===== config.mk =====
export PLATFORM = sky130hd
export DESIGN_NAME = ts_packet_sync_search
export DESIGN_NICKNAME = d
export VERILOG_FILES = /design/src/sv/ts_pss_pkg.sv /design/src/sv/ts_pss_csr.sv /design/src/sv/ts_pss_core.sv /design/src/sv/ts_pss_out.sv /design/src/sv/ts_packet_sync_search.sv
export VERILOG_INCLUDE_DIRS = /design/src /design/src/sv
export SDC_FILE = /design/constraint.sdc
export NUM_CORES = 1
export LEC_CHECK = 0
export BUFFER_PORTS_ARGS = -buffer_cell sky130_fd_sc_hd__clkbuf_2
export CAP_MARGIN = 10
export CORE_ASPECT_RATIO = 0.5
export CORE_MARGIN = 3
export CORE_UTILIZATION = 25
export CTS_CLUSTER_SIZE = 16
export DETAILED_ROUTE_END_ITERATION = 7
export PLACE_DENSITY = 0.37
export SYNTH_ARGS = -nofsm -noshare
export SYNTH_HDL_FRONTEND = slang
export SYNTH_SLANG_ARGS = --single-unit

===== constraint.sdc =====
create_clock -name clock -period 4.03 [get_ports clock]
set_clock_uncertainty 0.05 [all_clocks]
set_input_delay 0.2015 -clock clock [delete_from_list [all_inputs] [get_ports clock]]
set_output_delay 0.2015 -clock clock [all_outputs]
set_load 0.005 [all_outputs]

===== src/sv/ts_packet_sync_search_assert.svh =====
// ---------------------------------------------------------------------------
// ts_packet_sync_search assertion macros
// Shared concurrent assertion forms for the sync search RTL.
// ---------------------------------------------------------------------------
`ifndef TS_PACKET_SYNC_SEARCH_ASSERT_SVH
`define TS_PACKET_SYNC_SEARCH_ASSERT_SVH

// Assertion checked on every clock edge outside reset.
`define TPSS_ASSERT(lbl, clk, rst, prop, msg) \
   lbl: assert property (@(posedge clk) disable iff (rst) prop) else $error(msg);

// Assertion checked on every clock edge, reset included.
`define TPSS_ASSERT_ALWAYS(lbl, clk, prop, msg) \
   lbl: assert property (@(posedge clk) prop) else $error(msg);

`endif


===== src/sv/ts_pss_pkg.sv =====
// ---------------------------------------------------------------------------
// ts_pss_pkg
// Types and constants shared by the transport stream sync search modules.
// ---------------------------------------------------------------------------
`default_nettype none

package ts_pss_pkg;

   localparam int unsigned BITS_PER_BYTE = 8;
   localparam int unsigned SKIP_W        = 11;
   localparam int unsigned CONF_W        = 4;
   localparam logic [3:0]  CONF_MAX      = 4'd15;

   // Register reset values
   localparam logic [7:0] SYNC_PATTERN_RST     = 8'd71;
   localparam logic [7:0] INV_SYNC_PATTERN_RST = 8'd184;
   localparam logic [7:0] PACKET_BYTES_RST     = 8'd204;
   localparam logic [3:0] CONF_LIMIT_RST       = 4'd3;

   // Register indexes on the configuration port
   typedef enum logic [1:0] {
      CSR_SYNC_PATTERN     = 2'd0,
      CSR_INV_SYNC_PATTERN = 2'd1,
      CSR_PACKET_BYTES     = 2'd2,
      CSR_CONF_LIMIT       = 2'd3
   } csr_index_type;

   typedef enum logic [1:0] {
      MODE_UNLOCKED = 2'd0,
      MODE_SEEKING  = 2'd1,
      MODE_SYNCED   = 2'd2
   } lock_mode_type;

   typedef struct packed {
      logic [7:0] sync_pattern;
      logic [7:0] inv_sync_pattern;
      logic [7:0] packet_bytes;
      logic [3:0] conf_limit;
   } cfg_type;

   typedef struct packed {
      logic [7:0] data_byte;
      logic [7:0] byte_position;
   } result_type;

endpackage

`default_nettype wire


===== src/sv/ts_pss_csr.sv =====
// ---------------------------------------------------------------------------
// ts_pss_csr
// Configuration register file, written over the csr valid/ready channel.
// ---------------------------------------------------------------------------
`default_nettype none

module ts_pss_csr (
   input  wire logic                   clock,
   input  wire logic                   reset,
   input  wire logic                   csr_valid,
   output logic                        csr_ready,
   input  wire ts_pss_pkg::csr_index_type csr_index,
   input  wire logic [7:0]             csr_data,
   output ts_pss_pkg::cfg_type         cfg
);
   import ts_pss_pkg::*;

   cfg_type cfg_ff;
   cfg_type cfg_in;

   // Always take a write transfer
   assign csr_ready = 1'b1;

   // Select the addressed register
   always_comb begin
      cfg_in = cfg_ff;
      if (csr_valid) begin
         unique case (csr_index)
            CSR_SYNC_PATTERN:     cfg_in.sync_pattern     = csr_data;
            CSR_INV_SYNC_PATTERN: cfg_in.inv_sync_pattern = csr_data;
            CSR_PACKET_BYTES:     cfg_in.packet_bytes     = csr_data;
            CSR_CONF_LIMIT:       cfg_in.conf_limit       = csr_data[3:0];
            default:              cfg_in = cfg_ff;
         endcase
      end
   end

   always_ff @(posedge clock) begin
      if (reset) begin
         cfg_ff.sync_pattern     <= SYNC_PATTERN_RST;
         cfg_ff.inv_sync_pattern <= INV_SYNC_PATTERN_RST;
         cfg_ff.packet_bytes     <= PACKET_BYTES_RST;
         cfg_ff.conf_limit       <= CONF_LIMIT_RST;
      end else begin
         cfg_ff <= cfg_in;
      end
   end

   assign cfg = cfg_ff;

endmodule

`default_nettype wire


===== src/sv/ts_pss_core.sv =====
// ---------------------------------------------------------------------------
// ts_pss_core
// Per-bit lock state update: window shift, skip counter, mode and confidence.
// ---------------------------------------------------------------------------
`default_nettype none

module ts_pss_core (
   input  wire logic                clock,
   input  wire logic                reset,
   input  wire logic                accept,
   input  wire logic                rx_bit,
   input  wire ts_pss_pkg::cfg_type cfg,
   output logic                     emit,
   output ts_pss_pkg::result_type   result
);
   import ts_pss_pkg::*;

   lock_mode_type     mode_ff,   mode_in;
   logic [7:0]        window_ff, window_in;
   logic [CONF_W-1:0] conf_ff,   conf_in;
   logic [SKIP_W-1:0] skip_ff,   skip_in;
   logic [7:0]        count_ff,  count_in;

   logic [7:0]        eff_packet;
   logic [CONF_W-1:0] eff_limit;
   logic [SKIP_W-1:0] spacing;
   logic [CONF_W-1:0] conf_inc;
   logic [8:0]        count_inc;
   logic              hit_sync;
   logic              hit_inv;

   // Zero length and zero limit behave as one
   assign eff_packet = (cfg.packet_bytes == 8'd0) ? 8'd1 : cfg.packet_bytes;
   assign eff_limit  = (cfg.conf_limit == 4'd0) ? 4'd1 : cfg.conf_limit;
   assign spacing    = {eff_packet, 3'b000};
   assign window_in  = {window_ff[6:0], rx_bit};
   assign hit_sync   = (window_in == cfg.sync_pattern);
   assign hit_inv    = (window_in == cfg.inv_sync_pattern);
   assign conf_inc   = (conf_ff < CONF_MAX) ? conf_ff + 4'd1 : conf_ff;
   assign count_inc  = {1'b0, count_ff} + 9'd1;

   // Next state for one received bit
   always_comb begin
      mode_in  = mode_ff;
      conf_in  = conf_ff;
      skip_in  = skip_ff;
      count_in = count_ff;
      emit     = 1'b0;
      if (skip_ff > 11'd1) begin
         skip_in = skip_ff - 11'd1;
      end else begin
         unique case (mode_ff)
            MODE_SEEKING: begin
               if (hit_sync) begin
                  conf_in = eff_limit;
                  skip_in = spacing;
               end else if (hit_inv) begin
                  conf_in = eff_limit;
                  mode_in = MODE_SYNCED;
                  emit    = 1'b1;
                  skip_in = SKIP_W'(BITS_PER_BYTE);
               end else if (conf_ff <= 4'd1) begin
                  conf_in = '0;
                  mode_in = MODE_UNLOCKED;
                  skip_in = 11'd1;
               end else begin
                  conf_in = conf_ff - 4'd1;
                  skip_in = spacing;
               end
            end
            MODE_SYNCED: begin
               emit    = 1'b1;
               skip_in = SKIP_W'(BITS_PER_BYTE);
               // Packet boundary: check the sync byte
               if (count_inc >= {1'b0, eff_packet}) begin
                  count_in = '0;
                  if (hit_sync || hit_inv) begin
                     conf_in = eff_limit;
                  end else if (conf_ff <= 4'd1) begin
                     conf_in = '0;
                     emit    = 1'b0;
                     mode_in = MODE_UNLOCKED;
                     skip_in = 11'd1;
                  end else begin
                     conf_in = conf_ff - 4'd1;
                  end
               end else begin
                  count_in = count_inc[7:0];
               end
            end
            // Unlocked, and the unused code that behaves as unlocked
            default: begin
               mode_in = MODE_UNLOCKED;
               if (hit_sync) begin
                  conf_in = conf_inc;
                  if (conf_inc >= eff_limit) begin
                     mode_in = MODE_SEEKING;
                  end
                  skip_in = spacing;
               end else if (conf_ff != 4'd0) begin
                  conf_in = conf_ff - 4'd1;
                  skip_in = spacing;
               end else begin
                  skip_in = 11'd1;
               end
            end
         endcase
      end
   end

   // Advance state on each input transfer
   always_ff @(posedge clock) begin
      if (reset) begin
         mode_ff   <= MODE_UNLOCKED;
         window_ff <= '0;
         conf_ff   <= '0;
         skip_ff   <= 11'd1;
         count_ff  <= '0;
      end else if (accept) begin
         mode_ff   <= mode_in;
         window_ff <= window_in;
         conf_ff   <= conf_in;
         skip_ff   <= skip_in;
         count_ff  <= count_in;
      end
   end

   assign result.data_byte     = window_in;
   assign result.byte_position = count_in;

`include "ts_packet_sync_search_assert.svh"

   `TPSS_ASSERT(a_skip_nonzero, clock, reset, skip_ff != 11'd0, "skip count reached zero")
   `TPSS_ASSERT(a_locked_conf, clock, reset, (mode_ff != MODE_UNLOCKED) |-> (conf_ff != 4'd0), "locked with zero confidence")
   `TPSS_ASSERT(a_emit_synced, clock, reset, (accept && emit) |=> (mode_ff == MODE_SYNCED), "byte emitted outside synced mode")

endmodule

`default_nettype wire


===== src/sv/ts_pss_out.sv =====
// ---------------------------------------------------------------------------
// ts_pss_out
// Result register with a skid stage between the core and the rsp channel.
// ---------------------------------------------------------------------------
`default_nettype none

module ts_pss_out (
   input  wire logic                   clock,
   input  wire logic                   reset,
   input  wire logic                   push,
   input  wire ts_pss_pkg::result_type push_data,
   output logic                        can_push,
   output logic                        rsp_valid,
   input  wire logic                   rsp_ready,
   output ts_pss_pkg::result_type      rsp_data
);
   import ts_pss_pkg::*;

   logic       main_valid_ff, main_valid_in;
   logic       skid_valid_ff, skid_valid_in;
   result_type main_ff, main_in;
   result_type skid_ff, skid_in;
   logic       pop;

   assign pop = main_valid_ff && rsp_ready;

   // Refill the result register from skid first, then from the core
   always_comb begin
      main_valid_in = main_valid_ff;
      skid_valid_in = skid_valid_ff;
      main_in       = main_ff;
      skid_in       = skid_ff;
      if (pop || !main_valid_ff) begin
         if (skid_valid_ff) begin
            main_valid_in = 1'b1;
            main_in       = skid_ff;
            skid_valid_in = push;
            skid_in       = push_data;
         end else begin
            main_valid_in = push;
            main_in       = push_data;
         end
      end else if (push) begin
         skid_valid_in = 1'b1;
         skid_in       = push_data;
      end
   end

   always_ff @(posedge clock) begin
      if (reset) begin
         main_valid_ff <= 1'b0;
         skid_valid_ff <= 1'b0;
      end else begin
         main_valid_ff <= main_valid_in;
         skid_valid_ff <= skid_valid_in;
      end
      main_ff <= main_in;
      skid_ff <= skid_in;
   end

   assign can_push  = !skid_valid_ff;
   assign rsp_valid = main_valid_ff;
   assign rsp_data  = main_ff;

`include "ts_packet_sync_search_assert.svh"

   `TPSS_ASSERT(a_skid_behind_main, clock, reset, skid_valid_ff |-> main_valid_ff, "skid holds data with empty result register")
   `TPSS_ASSERT(a_skid_on_stall, clock, reset, $rose(skid_valid_ff) |-> $past(main_valid_ff && !rsp_ready), "skid filled without a stall")
   `TPSS_ASSERT(a_skid_drains, clock, reset, (skid_valid_ff && rsp_ready) |=> main_valid_ff, "skid data lost on transfer")

endmodule

`default_nettype wire


===== src/sv/ts_packet_sync_search.sv =====
// ---------------------------------------------------------------------------
// ts_packet_sync_search
// Serial transport stream sync byte search and byte alignment.
// ---------------------------------------------------------------------------
// Usage:
//   req channel: one received bit per transfer (req_rx_bit), valid/ready.
//   rsp channel: one aligned data byte and its position in the packet,
//   produced only while synced, at most one per input bit.
//   csr channel: register index and data; always ready, one write a cycle.
// Throughput: one input bit per cycle while req_ready is high. The lock state is
//   updated in the cycle the bit transfers; the result register follows.
// Output: each result reaches rsp from the result register, via the skid on a stall.
// Stall: a two-entry output (result register plus skid) absorbs one extra
//   result while rsp_ready is low; req_ready drops only while the skid
//   stage is full, and rises again once the receiver takes a result.
// Reset: synchronous, active high. Registers return to their defaults,
//   mode to unlocked, confidence and byte count to zero, skip count to one,
//   and both output entries are emptied. No clearing pass is needed.
// ---------------------------------------------------------------------------
`default_nettype none

module ts_packet_sync_search (
   input  wire logic                      clock,
   input  wire logic                      reset,
   input  wire logic                      req_valid,
   output logic                           req_ready,
   input  wire logic                      req_rx_bit,
   output logic                           rsp_valid,
   input  wire logic                      rsp_ready,
   output logic [7:0]                     rsp_data_byte,
   output logic [7:0]                     rsp_byte_position,
   input  wire logic                      csr_valid,
   output logic                           csr_ready,
   input  wire ts_pss_pkg::csr_index_type csr_index,
   input  wire logic [7:0]                csr_data
);
   import ts_pss_pkg::*;

   cfg_type    cfg;
   result_type core_result;
   result_type out_result;
   logic       core_emit;
   logic       can_push;
   logic       accept;

   assign req_ready = can_push;
   assign accept    = req_valid && req_ready;

   // Configuration registers
   ts_pss_csr u_csr (
      .clock     (clock),
      .reset     (reset),
      .csr_valid (csr_valid),
      .csr_ready (csr_ready),
      .csr_index (csr_index),
      .csr_data  (csr_data),
      .cfg       (cfg)
   );

   // Lock state update
   ts_pss_core u_core (
      .clock  (clock),
      .reset  (reset),
      .accept (accept),
      .rx_bit (req_rx_bit),
      .cfg    (cfg),
      .emit   (core_emit),
      .result (core_result)
   );

   // Result register and skid
   ts_pss_out u_out (
      .clock     (clock),
      .reset     (reset),
      .push      (accept && core_emit),
      .push_data (core_result),
      .can_push  (can_push),
      .rsp_valid (rsp_valid),
      .rsp_ready (rsp_ready),
      .rsp_data  (out_result)
   );

   assign rsp_data_byte     = out_result.data_byte;
   assign rsp_byte_position = out_result.byte_position;

endmodule

`default_nettype wire


Yosys cells after proc, flatten, opt, wreduce, memory -nomap -nowiden
Cells that the tools add are included.
{"block": "op_classes", "add_sub_neg": 4, "magnitude_cmp": 5, "n_eq_ne": 11, "mux": 47, "n_bitwise": 1, "reduce_logical": 20}
{"op": "11-bit two-way mux", "n": 8}
{"op": "16-bit two-way mux", "n": 4}
{"op": "4-bit two-way mux", "n": 10}
{"op": "8-bit two-way mux", "n": 4}
{"op": "11-bit case mux with 2 select lines", "n": 1}
{"op": "8-bit equality test", "n": 2}
{"op": "2-bit two-way mux", "n": 6}
{"op": "11-bit by 1-bit > comparator with 1-bit output (second input constant)", "n": 1}
{"op": "1-bit two-way mux", "n": 11}
{"op": "11-bit by 1-bit subtractor with 11-bit output (second input constant)", "n": 1}
{"op": "2-bit AND reduction", "n": 5}
{"op": "8-bit by 1-bit adder with 9-bit output (second input constant)", "n": 1}
{"op": "9-bit by 8-bit >= comparator with 1-bit output", "n": 1}
{"op": "8-bit zero test", "n": 1}
{"op": "4-bit case mux with 2 select lines", "n": 1}
{"op": "4-bit nonzero test", "n": 2}
{"op": "2-bit equality test (second input constant)", "n": 3}
{"op": "5-bit AND reduction", "n": 1}
{"op": "4-bit by 1-bit adder with 4-bit output (second input constant)", "n": 1}
{"op": "2-bit by 1-bit equality test with 1-bit output (second input constant)", "n": 2}
{"op": "4-bit >= comparator", "n": 1}
{"op": "4-bit by 1-bit <= comparator with 1-bit output (second input constant)", "n": 1}
{"op": "4-bit zero test", "n": 1}
{"op": "4-bit < comparator (second input constant)", "n": 1}
{"op": "12 further kinds", "n": 18}
{"block": "word_totals", "ff_bits": 94, "input_bits": 16, "output_inout_bits": 19, "wordCells": 103}

Depth between registers and ports, before layout
Gate-level depths: netlist (run 1).
{"block": "depth", "ltp_word": 9, "mapped_depth": 13, "ltp_nobuf": 11}

Hierarchy
From an unflattened synthesis (run 1), not the netlist that was laid out.
{"block": "hier_totals", "cells_unflattened": 565, "area_unflattened_um2": 5310.1}
{"module": "ts_pss_core", "instances": 1, "cells_each": 387, "area_each_um2": 2866.5, "seq_area_each_um2": 640.6}
{"module": "ts_pss_out", "instances": 1, "cells_each": 61, "area_each_um2": 1280.0, "seq_area_each_um2": 1001.0}
{"module": "ts_pss_csr", "instances": 1, "cells_each": 115, "area_each_um2": 1151.1, "seq_area_each_um2": 560.5}
{"module": "ts_packet_sync_search", "instances": 1, "cells_each": 2, "area_each_um2": 12.5, "seq_area_each_um2": 0.0}

Least setup slack after synthesis (run 1)
Ideal clock, no wire load.
{"block": "synth_timing", "path_type": "register -> register", "from": "register u_core.count_ff[0]", "to": "register u_out.skid_ff[0] in the netlist's numbering, enable pin", "setup_time_ps": 394, "arrival_time_ps": 3352, "t_required_ps": 3586, "setup_slack_ps": 234, "stages_incl_launch_ff": 13, "synth_period_minus_slack_ps": 3796, "path_cell_list": "dfxtp_1 ha_1 and3_2 nand3_1 xnor2_1 ha_1 a21oi_1 o221ai_1 a211o_1 buf_4 a41oi_2 o21ai_1 a21oi_1"}
{"block": "synth_via", "elab_chain_len": 8}
{"element": "from (decl)", "line": "ts_pss_core.sv:22", "text": "logic [7:0] count_ff, count_in;"}
{"element": "from (signal assigned)", "line": "ts_pss_core.sv:124", "text": "count_ff <= count_in;"}
{"element": "8-bit by 1-bit adder with 9-bit output", "line": "ts_pss_core.sv:40", "text": "assign count_inc = {1'b0, count_ff} + 9'd1;"}
{"element": "9-bit by 8-bit >= comparator with 1-bit output", "line": "ts_pss_core.sv:75", "text": "if (count_inc >= {1'b0, eff_packet}) begin"}
{"element": "1-bit two-way mux", "line": "ts_pss_core.sv:75"}
{"element": "1-bit case mux with 2 select lines", "line": "ts_pss_core.sv:52", "text": "unique case (mode_ff)"}
{"element": "1-bit two-way mux", "line": "ts_pss_core.sv:49", "text": "if (skip_ff > 11'd1) begin"}
{"element": "1-bit logical AND", "line": "ts_packet_sync_search.sv:75", "text": ".push (accept && core_emit),"}
{"element": "2-bit nonzero test (no source line)"}
{"element": "2-bit AND reduction (no source line)"}
{"element": "to (signal assigned)", "line": "ts_pss_out.sv:58", "text": "skid_ff <= skid_in;"}
{"element": "to (decl)", "line": "ts_pss_out.sv:22", "text": "result_type skid_ff, skid_in;"}
No other way between the ends.
A chain may end at the register's enable or synchronous reset.

Final worst setup path (run 1)
{"block": "layout_timing", "from": "register u_core.count_ff[0]", "to": "register u_out.skid_ff[5] in the netlist's numbering, enable pin"}
The elaborated chain is that of the path after synthesis.

==> metrics.txt, run 1 <==
Final Util 29.4%; # resized after CTS 0; slowest cell on the critical path dfxtp_1; EDFF count, synth 32; CTS tree yes; layout cells sized above 1 17.7%; worst min-delay path class in2reg; Reg area 2200 sq um; sequential area share after synthesis 42.8%; total CTS buffers 9; CP max FO 16; Max Fclk 284 MHz; Crit. End Element flip-flop; global placer's final weighted congestion 0.742; overall power 2.04 mW; worst skew pair latency 0.35 ns; number of global-route vias before repair 3882; initial antenna violation count 0; first-pass GRT wire length 22200 microns; #FFs+latches synth 94; CP arrival 3.51 ns; Std-Cell Rows 36; largest net degree at the start of global routing 40; Post-DP HPWL 9860 microns; fin crit share 87.4%; Antenna Cells 0; RSZ-0062 raised after global routing false; Slew headroom 37.9%; CP Launch Type flip-flop; die area 22500 sq um; worst-margin pin slew 0.930 ns; Mapped Area 5150 sq um; die span in x 209 microns; IO Count 35; clock sinks 94; CTS Buffer Depth 2; Critical Path Max Stage Delay 0.45 ns; setup violators final 0; Cell variety after synth 75; leak pwr 2.20 nW; Setup Buffers After CTS 0; Fill cells 2107; number of vias per cell 4.69; placed instance area 5540 sq um; CP cell instances ha_1 > and3_2 > nand3_1 > xnor2_1 > ha_1 > a21oi_1 > o221ai_1 > a211o_1 > a41oi_2 > o21ai_1 > a21oi_1 > buf_4; initial drt markers 245; Cells after Synth 541; deepest level of the CTS H-tree 3; Multi-input gate area 2700 sq um; # port buffers 33; final wirelength 13600 microns; GRT Total Usage 12.5%; async set or reset register ratio after synthesis 0%; post-route ant nets 0; Starting Density 26.0%; critical path type reg2reg; Fin. Hold Viols 0; Overflow after GRT 0; Post-route DRC 0; Via Count 3898; setup TNS 0 ns; post-route cell area 5830 sq um; Synth Area per Inst 9.51 sq um; Routed WL per cell 16.4 microns; max_cap viols 0; Final min period 3.52 ns; Area growth, synth to finish 13.3%; CTS clock-pin slew for the worst setup and hold paths 0.07 ns; root buf cell clkbuf_16; Chip Height 107 microns; Pins Over Slew Limit 0; hold buffer count at CTS 0; required time worst endpoint 4.02 ns; Peak VDD IR 193 uV; status complete, no violations; Core Area 19800 sq um; Power Dens Cells 349 nW/um^2; Ys Warns 0; NumNets Final 597; commonest register cell after synthesis dfxtp_1; Net Count, Synth 578; TritonRoute pass-1 iters 4
## sequential cells by signal, summed over array words and instances (netlist names)
name and count:
u_core.conf_ff 4, u_core.count_ff 8, u_out.skid_ff 16, u_csr.cfg 28, u_out.rsp_valid 1, u_core.skip_ff 11
u_out.rsp_data 16, u_out.skid_valid_ff 1, u_core.mode_ff 2, u_core.window_ff 7
## worst max-delay path, delay by kind of cell, from the launching register on
family | cells | cell delay, ns
AO/OA/AOI/OAI | 6 | 1.19
adder cells (fa/ha/maj) | 2 | 0.66
flip-flops | 1 | 0.45
AND/OR/NAND/NOR | 2 | 0.41
buffers and inverters | 1 | 0.27
XOR/XNOR | 1 | 0.19
## logic make-up (layout without fill, tap and decap cells)
family          count (synthesis)  count (layout)  synth area share [%]
xor+xnor                       30              30                  5.10
simple gates                  168             168                  16.2
mux                            39              39                  8.07
other cells                     1               1                0.0729
flops                          94              94                  42.8
fa+ha+maj                      21              21                  5.10
compound gates                131             131                  17.8
buf+inv                        57              81                  4.89
## cell usage in the layout (no fill, tap or decap), types with 3 or more instances in the layout
cell type	n
a21o_1	7
edfxtp_1	32
o21ai_0	27
o21ai_1	7
clkbuf_2	33
nor4_1	3
xnor2_1	17
clkbuf_16	9
clkinvlp_4	3
o211ai_1	9
a31oi_1	5
nor3_1	10
or2_2	4
nand3_1	9
xor2_1	13
nor4_4	3
nand2b_1	4
a22oi_1	6
nor2_1	48
a211oi_1	3
mux2_2	16
mux2i_1	22
inv_1	26
buf_4	6
a32o_2	3
dfxtp_1	62
ha_1	21
nand2_1	60
nand3b_1	3
a21oi_1	37
nand4_1	4
## report_power, final
group	switching, mW	internal (mW)
clock network	0.418	0.433
registers	0.0251	0.995
logic	0.0994	0.0642
total	0.543	1.49
## worst paths after layout
check | from | end | slack, ns | depth (start not counted)
setup reg to reg | u_core.count_ff[0]$_SDFFE_PP0P_ | u_out.skid_ff[5]$_DFFE_PP_ | 0.51 | 12
setup / recovery | u_core.count_ff[0]$_SDFFE_PP0P_ | u_out.skid_ff[5]$_DFFE_PP_ | 0.51 | 12
hold / removal | csr_data[5] | u_csr.cfg[17]$_SDFFE_PP1P_ | 0.06 | 3
hold reg to reg | u_csr.cfg[1]$_SDFFE_PP1P_ | u_csr.cfg[1]$_SDFFE_PP1P_ | 0.43 | 2
## metrics by stage
stage,setup slack (ns),hold WS [ns],cells
global placement,0.643,0.412,815
CTS,0.546,0.0501,831
detailed placement,0.567,0.415,815
global route,0.267,0.0659,831
floorplan,0.234,0.250,541
finish,0.508,0.0595,831
## Yosys cell counts, types with 2 or more instances
cell type  number  share of area [%]
nand3b_1        3               0.44
and3_1          2               0.24
buf_2           2               0.19
a32o_2          3               0.66
nor3_1         10               0.97
a211o_1         2               0.34
inv_1          26                1.9
a31oi_1         5               0.61
ha_1           21                5.1
buf_4           4               0.58
edfxtp_1       32                 19
o211ai_1        9                1.3
nor2b_1         3               0.36
nand4_1         4               0.49
or2_2           4               0.49
nor4_1          3               0.36
xor2_1         13                2.2
a2111o_1        2               0.44
a211oi_1        3               0.44
and2_1          2               0.24
mux2i_1        22                4.3
mux2_2         16                3.5
nand3_1         9               0.87
a22oi_1         6               0.87
a21o_1          7                1.0
clkbuf_1       21                1.5
nor3b_1         2               0.29
nand2_1        60                4.4
o21ai_1         7               0.68
a21oi_1        37                3.6
nor4_4          3                1.2
xnor2_1        17                2.9
nor2_1         48                3.5
or3_1           2               0.24
o21ai_0        27                2.6
dfxtp_1        62                 24
nand2b_1        4               0.49
## cell type report
type / count / share of cell area, %
multi-input cells: 390 / 46.2
inverters: 26 / 1.67
well taps: 266 / 5.71
clock inverters: 7 / 1.16
flip-flops and latches: 94 / 37.8
repair buffers: 39 / 3.60
clock buffers: 9 / 3.86
## metal layers
layer  track usage, %  vias to the layer above  routed length, microns
met5                0                        -                       0
met4             2.58                        0                     126
met3             2.13                        9                     346
met2             18.8                       56                    5590
met1             18.6                     1863                    7530
li1                 -                     1970                       -
No activity file was read; power rests on OpenSTA's default activity.
==> inputs of run 2 (changes only) <==
Settings changed: CORE_MARGIN 3 to 5, CTS_CLUSTER_DIAMETER set to 30, RECOVER_POWER set to 50.
==> run 2 against run 1 <==
The flow now finishes with violations (capacitance limit, slew limit). Sequential share of layout area is essentially flat. First-iteration DRC count shrank 13%. Cell count grew 0.84%. Die area grew 5.7%. Worst setup slack gained 0.041 ns. Total power is essentially flat. Maximum frequency grew 1.2%. Final area shrank 0.13%. Clock power is essentially flat. Critical path type unchanged.
==> metrics.txt, run 2 (synthesis gave the netlist of run 1 again) <==
status finished, violations left (was complete, no violations); failing checks capacitance limit, slew limit; critical path type reg2reg (unchanged); CP arrival 3.46 ns (was 3.51 ns); CP Launch Type flip-flop (unchanged); Starting Density 25.2% (was 26.0%); Post-route DRC 0 (unchanged); CTS clock-pin slew for the worst setup and hold paths 0.08 ns (was 0.07 ns); FF-to-FF Start u_core.count_ff[0]$_SDFFE_PP0P_ (unchanged); TritonRoute pass-1 iters 4 (unchanged); NumNets Final 597 (unchanged); Std-Cell Rows 37 (was 36); global placer's final weighted congestion 0.770 (was 0.742); die span in x 213 microns (was 209 microns); root buf cell clkbuf_16 (unchanged); Cells after DPL 822 (was 815); Finished Layout Cells 838 (was 831); R2R depth 12 (unchanged); CTS tree yes (unchanged); commonest non-fill, non-tap cell in the layout dfxtp_1 (unchanged); overall power 2.04 mW (about the same); Post-DP HPWL 9900 microns (was 9860 microns); CP Launch Point u_core.count_ff[0]$_SDFFE_PP0P_ (unchanged); Final Util 28.5% (was 29.4%); worst skew pair latency 0.34 ns (was 0.35 ns); hold buffer count at CTS 0 (unchanged); deepest level of the CTS H-tree 3 (unchanged); CTS Buffer Depth 2 (unchanged); Overflow after GRT 0 (unchanged); number of vias per cell 4.69 (about the same); first-pass GRT wire length 22600 microns (was 22200 microns); # resized after CTS 0 (unchanged); Final min period 3.48 ns (was 3.52 ns); Multi-input gate area 2700 sq um (unchanged); Peak VDD IR 187 uV (was 193 uV); post-route ant nets 0 (unchanged); leak pwr 2.17 nW (was 2.20 nW); final wirelength 13800 microns (was 13600 microns); Reg area 2200 sq um (unchanged); most frequent cells in the layout dfxtp_1 (62), nand2_1 (60), nor2_1 (48) (unchanged); max_cap viols 1 (was 0); required time worst endpoint 4.01 ns (was 4.02 ns); setup violators final 0 (unchanged); largest net degree at the start of global routing 40 (unchanged); HP Start csr_data[5] (unchanged); worst min-delay path class in2reg (unchanged); die area 23700 sq um (was 22500 sq um); Fin. Hold Viols 0 (unchanged); initial antenna violation count 0 (unchanged); Core Area 20400 sq um (was 19800 sq um); Area growth, synth to finish 13.2% (was 13.3%); worst-margin pin slew 2.14 ns (was 0.930 ns); GRT Total Usage 11.8% (was 12.5%); Power Dens Cells 350 nW/um^2 (was 349 nW/um^2); layout cells sized above 1 16.1% (was 17.7%); hold path depth 3 (unchanged); Crit. End Element flip-flop (unchanged); Setup Buffers After CTS 0 (unchanged); Slew headroom -42.8% (was 37.9%); Fill cells 2155 (was 2107); CP max FO 16 (unchanged); Antenna Cells 0 (unchanged); Via Count 3931 (was 3898); RSZ-0062 raised after global routing false (unchanged); clock sinks 94 (unchanged); Max Fclk 287 MHz (was 284 MHz); Chip Height 111 microns (was 107 microns); setup TNS 0 ns (unchanged); fin crit share 86.4% (was 87.4%); Pins Over Slew Limit 40 (was 0); hold_ws 0.0608 ns (was 0.0595 ns); number of global-route vias before repair 3938 (was 3882); # port buffers 33 (unchanged); initial drt markers 212 (was 245); max FFs per register 28 (unchanged); IO Count 35 (unchanged); Routed WL per cell 16.5 microns (was 16.4 microns); total CTS buffers 9 (unchanged)
[run 2: changes by cell type in the layout (fill, tap and decap cells not counted)]
cell / previous run / this run
clkbuf_2: 33 / 25
buf_4: 6 / 5
inv_6: 2 / 1
inv_8: 1 / 3
clkbuf_1: 0 / 9
clkinv_8: 1 / 0
[run 2: routing by layer]
metal / vias up / track usage (%) / wire length, microns
met5: - / 0 / 0
met3: 7 / 2.03 / 390
met4: 0 / 2.17 / 79
li1: 1965 / - / -
met1: 1903 / 17.6 / 7360
met2: 56 / 18.1 / 5960
[run 2: path summary, 6_finish.rpt]
kind | endpoint | slack (ns)
worst max-delay path | u_out.skid_ff[4]$_DFFE_PP_ | 0.55
worst min-delay path | u_csr.cfg[17]$_SDFFE_PP1P_ | 0.06
worst max register to register | u_out.skid_ff[4]$_DFFE_PP_ | 0.55
worst min register to register | u_csr.cfg[1]$_SDFFE_PP1P_ | 0.42
[run 2: stage by stage]
stage                     instance area (sq um)  setup WS (ns)
after floorplan                            5150          0.234
after global placement                     5550          0.668
after detailed placement                   5550          0.598
after CTS                                  5840          0.560
after global routing                       5820          0.225
final                                      5820          0.549
[run 2: worst max-delay path, cell delays in order, from the launching register on]
cell      delay (ns)
dfxtp_1         0.45
ha_1            0.33
and3_2          0.24
nand3_1         0.16
xnor2_1         0.19
ha_1            0.31
a21oi_1         0.15
o221ai_1        0.19
a211o_1         0.32
a41oi_2         0.17
o21ai_1         0.15
a21oi_1         0.17
buf_4           0.26
[run 2: area by class of cell]
type                       count  share of cell area, %
tap                          273                   5.86
multi-input combinational    390                   46.3
clock buffer                   9                   3.87
sequential                    94                   37.8
timing repair buffer          39                   3.37
inverter                      26                   1.68
clock inverter                 7                   1.12
[run 2: report_power, final]
group / switching (mW) / internal [mW] / total (mW)
Clock: 0.418 / 0.435 / 0.853
Sequential: 0.0246 / 0.995 / 1.02
Combinational: 0.101 / 0.0634 / 0.164
Total: 0.544 / 1.49 / 2.04
==> inputs of run 3 (changes only) <==
--- a/constraint.sdc
+++ b/constraint.sdc
@@ -3,3 +3,3 @@
 set_input_delay 0.2015 -clock clock [delete_from_list [all_inputs] [get_ports clock]]
 set_output_delay 0.2015 -clock clock [all_outputs]
-set_load 0.005 [all_outputs]
+set_load 0.1 [all_outputs]
==> run 3 against run 2 <==
Final area fell by 0.26%. Largest power group unchanged. Clock-buffer cell count did not move. Non-clock buffer count did not move. Die area did not move. Sequential share of layout area rose by 0.098 points. Total power rose by 0.71%. The run still ends with capacitance limit, slew limit left. Worst setup slack barely moved. Cell count did not move. Largest cell class unchanged.
==> metrics.txt, run 3 (synthesis gave the netlist of run 1 again) <==
grt met3 use 2.03% (unchanged); failing checks capacitance limit, slew limit (unchanged); largest net degree at the start of global routing 40 (unchanged); Std-Cell Rows 37 (unchanged); Post-route DRC 0 (unchanged); total CTS buffers 9 (unchanged); root buf cell clkbuf_16 (unchanged); RSZ-0062 raised after global routing false (unchanged); setup TNS 0 ns (unchanged); Clock power frac 41.6% (was 41.9%); hold buffer count at CTS 0 (unchanged); combinational share of power 8.7% (was 8.1%); Core Area 20400 sq um (unchanged); max_cap viols 1 (unchanged); CTS Buffer Depth 2 (unchanged); worst min-delay path class in2reg (unchanged); CTS tree yes (unchanged); Peak VDD IR 186 uV (was 187 uV); max FFs per register 28 (unchanged); # port buffers 33 (unchanged); Post-DP HPWL 9900 microns (unchanged); Chip Height 111 microns (unchanged); sequential power share 49.7% (was 50.1%); Max Fclk 287 MHz (about the same); # resized after CTS 0 (unchanged); critical path type reg2reg (unchanged); Final min period 3.48 ns (about the same); hold_ws 0.0610 ns (was 0.0608 ns); CP arrival 3.46 ns (about the same); IO Count 35 (unchanged); number of global-route vias before repair 3938 (unchanged); Sw Pwr 559 uW (was 544 uW); Pins Over Slew Limit 40 (unchanged); Via Count 3934 (was 3931); global placer's final weighted congestion 0.770 (unchanged); R2R setup slack 0.55 ns (about the same); Starting Density 25.2% (unchanged); post-route ant nets 0 (unchanged); required time worst endpoint 4.01 ns (about the same); CP cell instances ha_1 > and3_2 > nand3_1 > xnor2_1 > ha_1 > a21oi_1 > o221ai_1 > a211o_1 > a41oi_2 > o21ai_1 > a21oi_1 > buf_4 (unchanged); NumNets Final 597 (unchanged); R2R depth 12 (unchanged); CP bufs+invs 1 (unchanged); commonest non-fill, non-tap cell in the layout dfxtp_1 (unchanged); slowest cell on the critical path dfxtp_1 (unchanged); Cells after DPL 822 (unchanged); Finished Layout Cells 838 (unchanged); deepest level of the CTS H-tree 3 (unchanged); Setup Buffers After CTS 0 (unchanged); Switching Share 27.2% (was 26.7%); hold path depth 3 (unchanged); leak pwr 2.13 nW (was 2.17 nW); most frequent cells in the layout dfxtp_1 (62), nand2_1 (60), nor2_1 (48) (unchanged); final wirelength 13800 microns (about the same); die span in x 213 microns (unchanged); die area 23700 sq um (unchanged); Routed WL per cell 16.5 microns (about the same); CP top delay family compound AO/OA/AOI/OAI gates (unchanged); fin crit share 86.4% (about the same); first-pass GRT wire length 22600 microns (unchanged); setup violators final 0 (unchanged); Levels on crit path 12 (unchanged); Slew headroom -42.6% (was -42.8%); overall power 2.05 mW (was 2.04 mW); number of vias per cell 4.69 (about the same); Fin. Hold Viols 0 (unchanged); GRT met1 Usage 17.6% (unchanged); Area growth, synth to finish 12.9% (was 13.2%); Fill cells 2155 (unchanged); Pint 1.49 mW (about the same); layout cells sized above 1 14.0% (was 16.1%); worst skew pair latency 0.34 ns (about the same); initial drt markers 222 (was 212); CTS clock-pin slew for the worst setup and hold paths 0.08 ns (about the same); worst-margin pin slew 2.14 ns (about the same); Antenna Cells 0 (unchanged); CP Launch Type flip-flop (unchanged); GRT Total Usage 11.8% (unchanged); Crit. End Element flip-flop (unchanged); TritonRoute pass-1 iters 4 (unchanged); CP max FO 16 (unchanged); Critical Path Max Stage Delay 0.45 ns (about the same); status finished, violations left (unchanged); Overflow after GRT 0 (unchanged); Power Dens Cells 353 nW/um^2 (was 350 nW/um^2); met2 global-route usage 18.1% (unchanged); clock sinks 94 (unchanged); global route hottest layer met2 (unchanged); initial antenna violation count 0 (unchanged)
[run 3: layout make-up]
class                   count  area (sq um)  area share [%]
multi-input cells         390          2700            46.4
well taps                 273           342            5.88
inverters                  26          97.6            1.68
clock inverters             7          65.1            1.12
repair buffers             39           181            3.12
flip-flops and latches     94          2200            37.9
clock buffers               9           225            3.88
[run 3: path summary, 6_finish.rpt]
check / from / to
setup reg to reg: u_core.count_ff[0]$_SDFFE_PP0P_ / u_out.skid_ff[4]$_DFFE_PP_
setup / recovery: u_core.count_ff[0]$_SDFFE_PP0P_ / u_out.skid_ff[4]$_DFFE_PP_
hold reg to reg: u_csr.cfg[1]$_SDFFE_PP1P_ / u_csr.cfg[1]$_SDFFE_PP1P_
hold / removal: csr_data[5] / u_csr.cfg[17]$_SDFFE_PP1P_
[run 3: tightest hold or removal path: cells and delay by family]
kind,cells,cell delay [ns]
AND/OR/NAND/NOR,1,0.06
multiplexers,1,0.06
buffers and inverters,1,0.10
[run 3: layer usage]
| layer | part of all wire (%) | routed length (microns) | vias up |
|---|---|---|---|
| li1 | - | - | 1965 |
| met1 | 53 | 7390 | 1909 |
| met2 | 43 | 5990 | 55 |
| met3 | 2.8 | 387 | 5 |
| met4 | 0.43 | 59 | 0 |
| met5 | 0 | 0 | - |
[run 3: metrics by stage]
step / instance area [sq um] / setup slack (ns) / utilization [%]
finish: 5810 / 0.549 / 28.5
global route: 5810 / 0.225 / 28.5
CTS: 5840 / 0.560 / 28.6
detailed placement: 5550 / 0.598 / 27.2
global placement: 5550 / 0.668 / 27.2
floorplan: 5150 / 0.234 / -
[run 3: power by group through the flow]
stage	clock [mW]	combinational, mW	sequential (mW)
floorplan	0	0.124	1.05
global placement	0	0.184	1.04
detailed placement	0	0.183	1.04
CTS	0.886	0.184	1.02
global route	0.923	0.202	1.02
finish	0.853	0.179	1.02
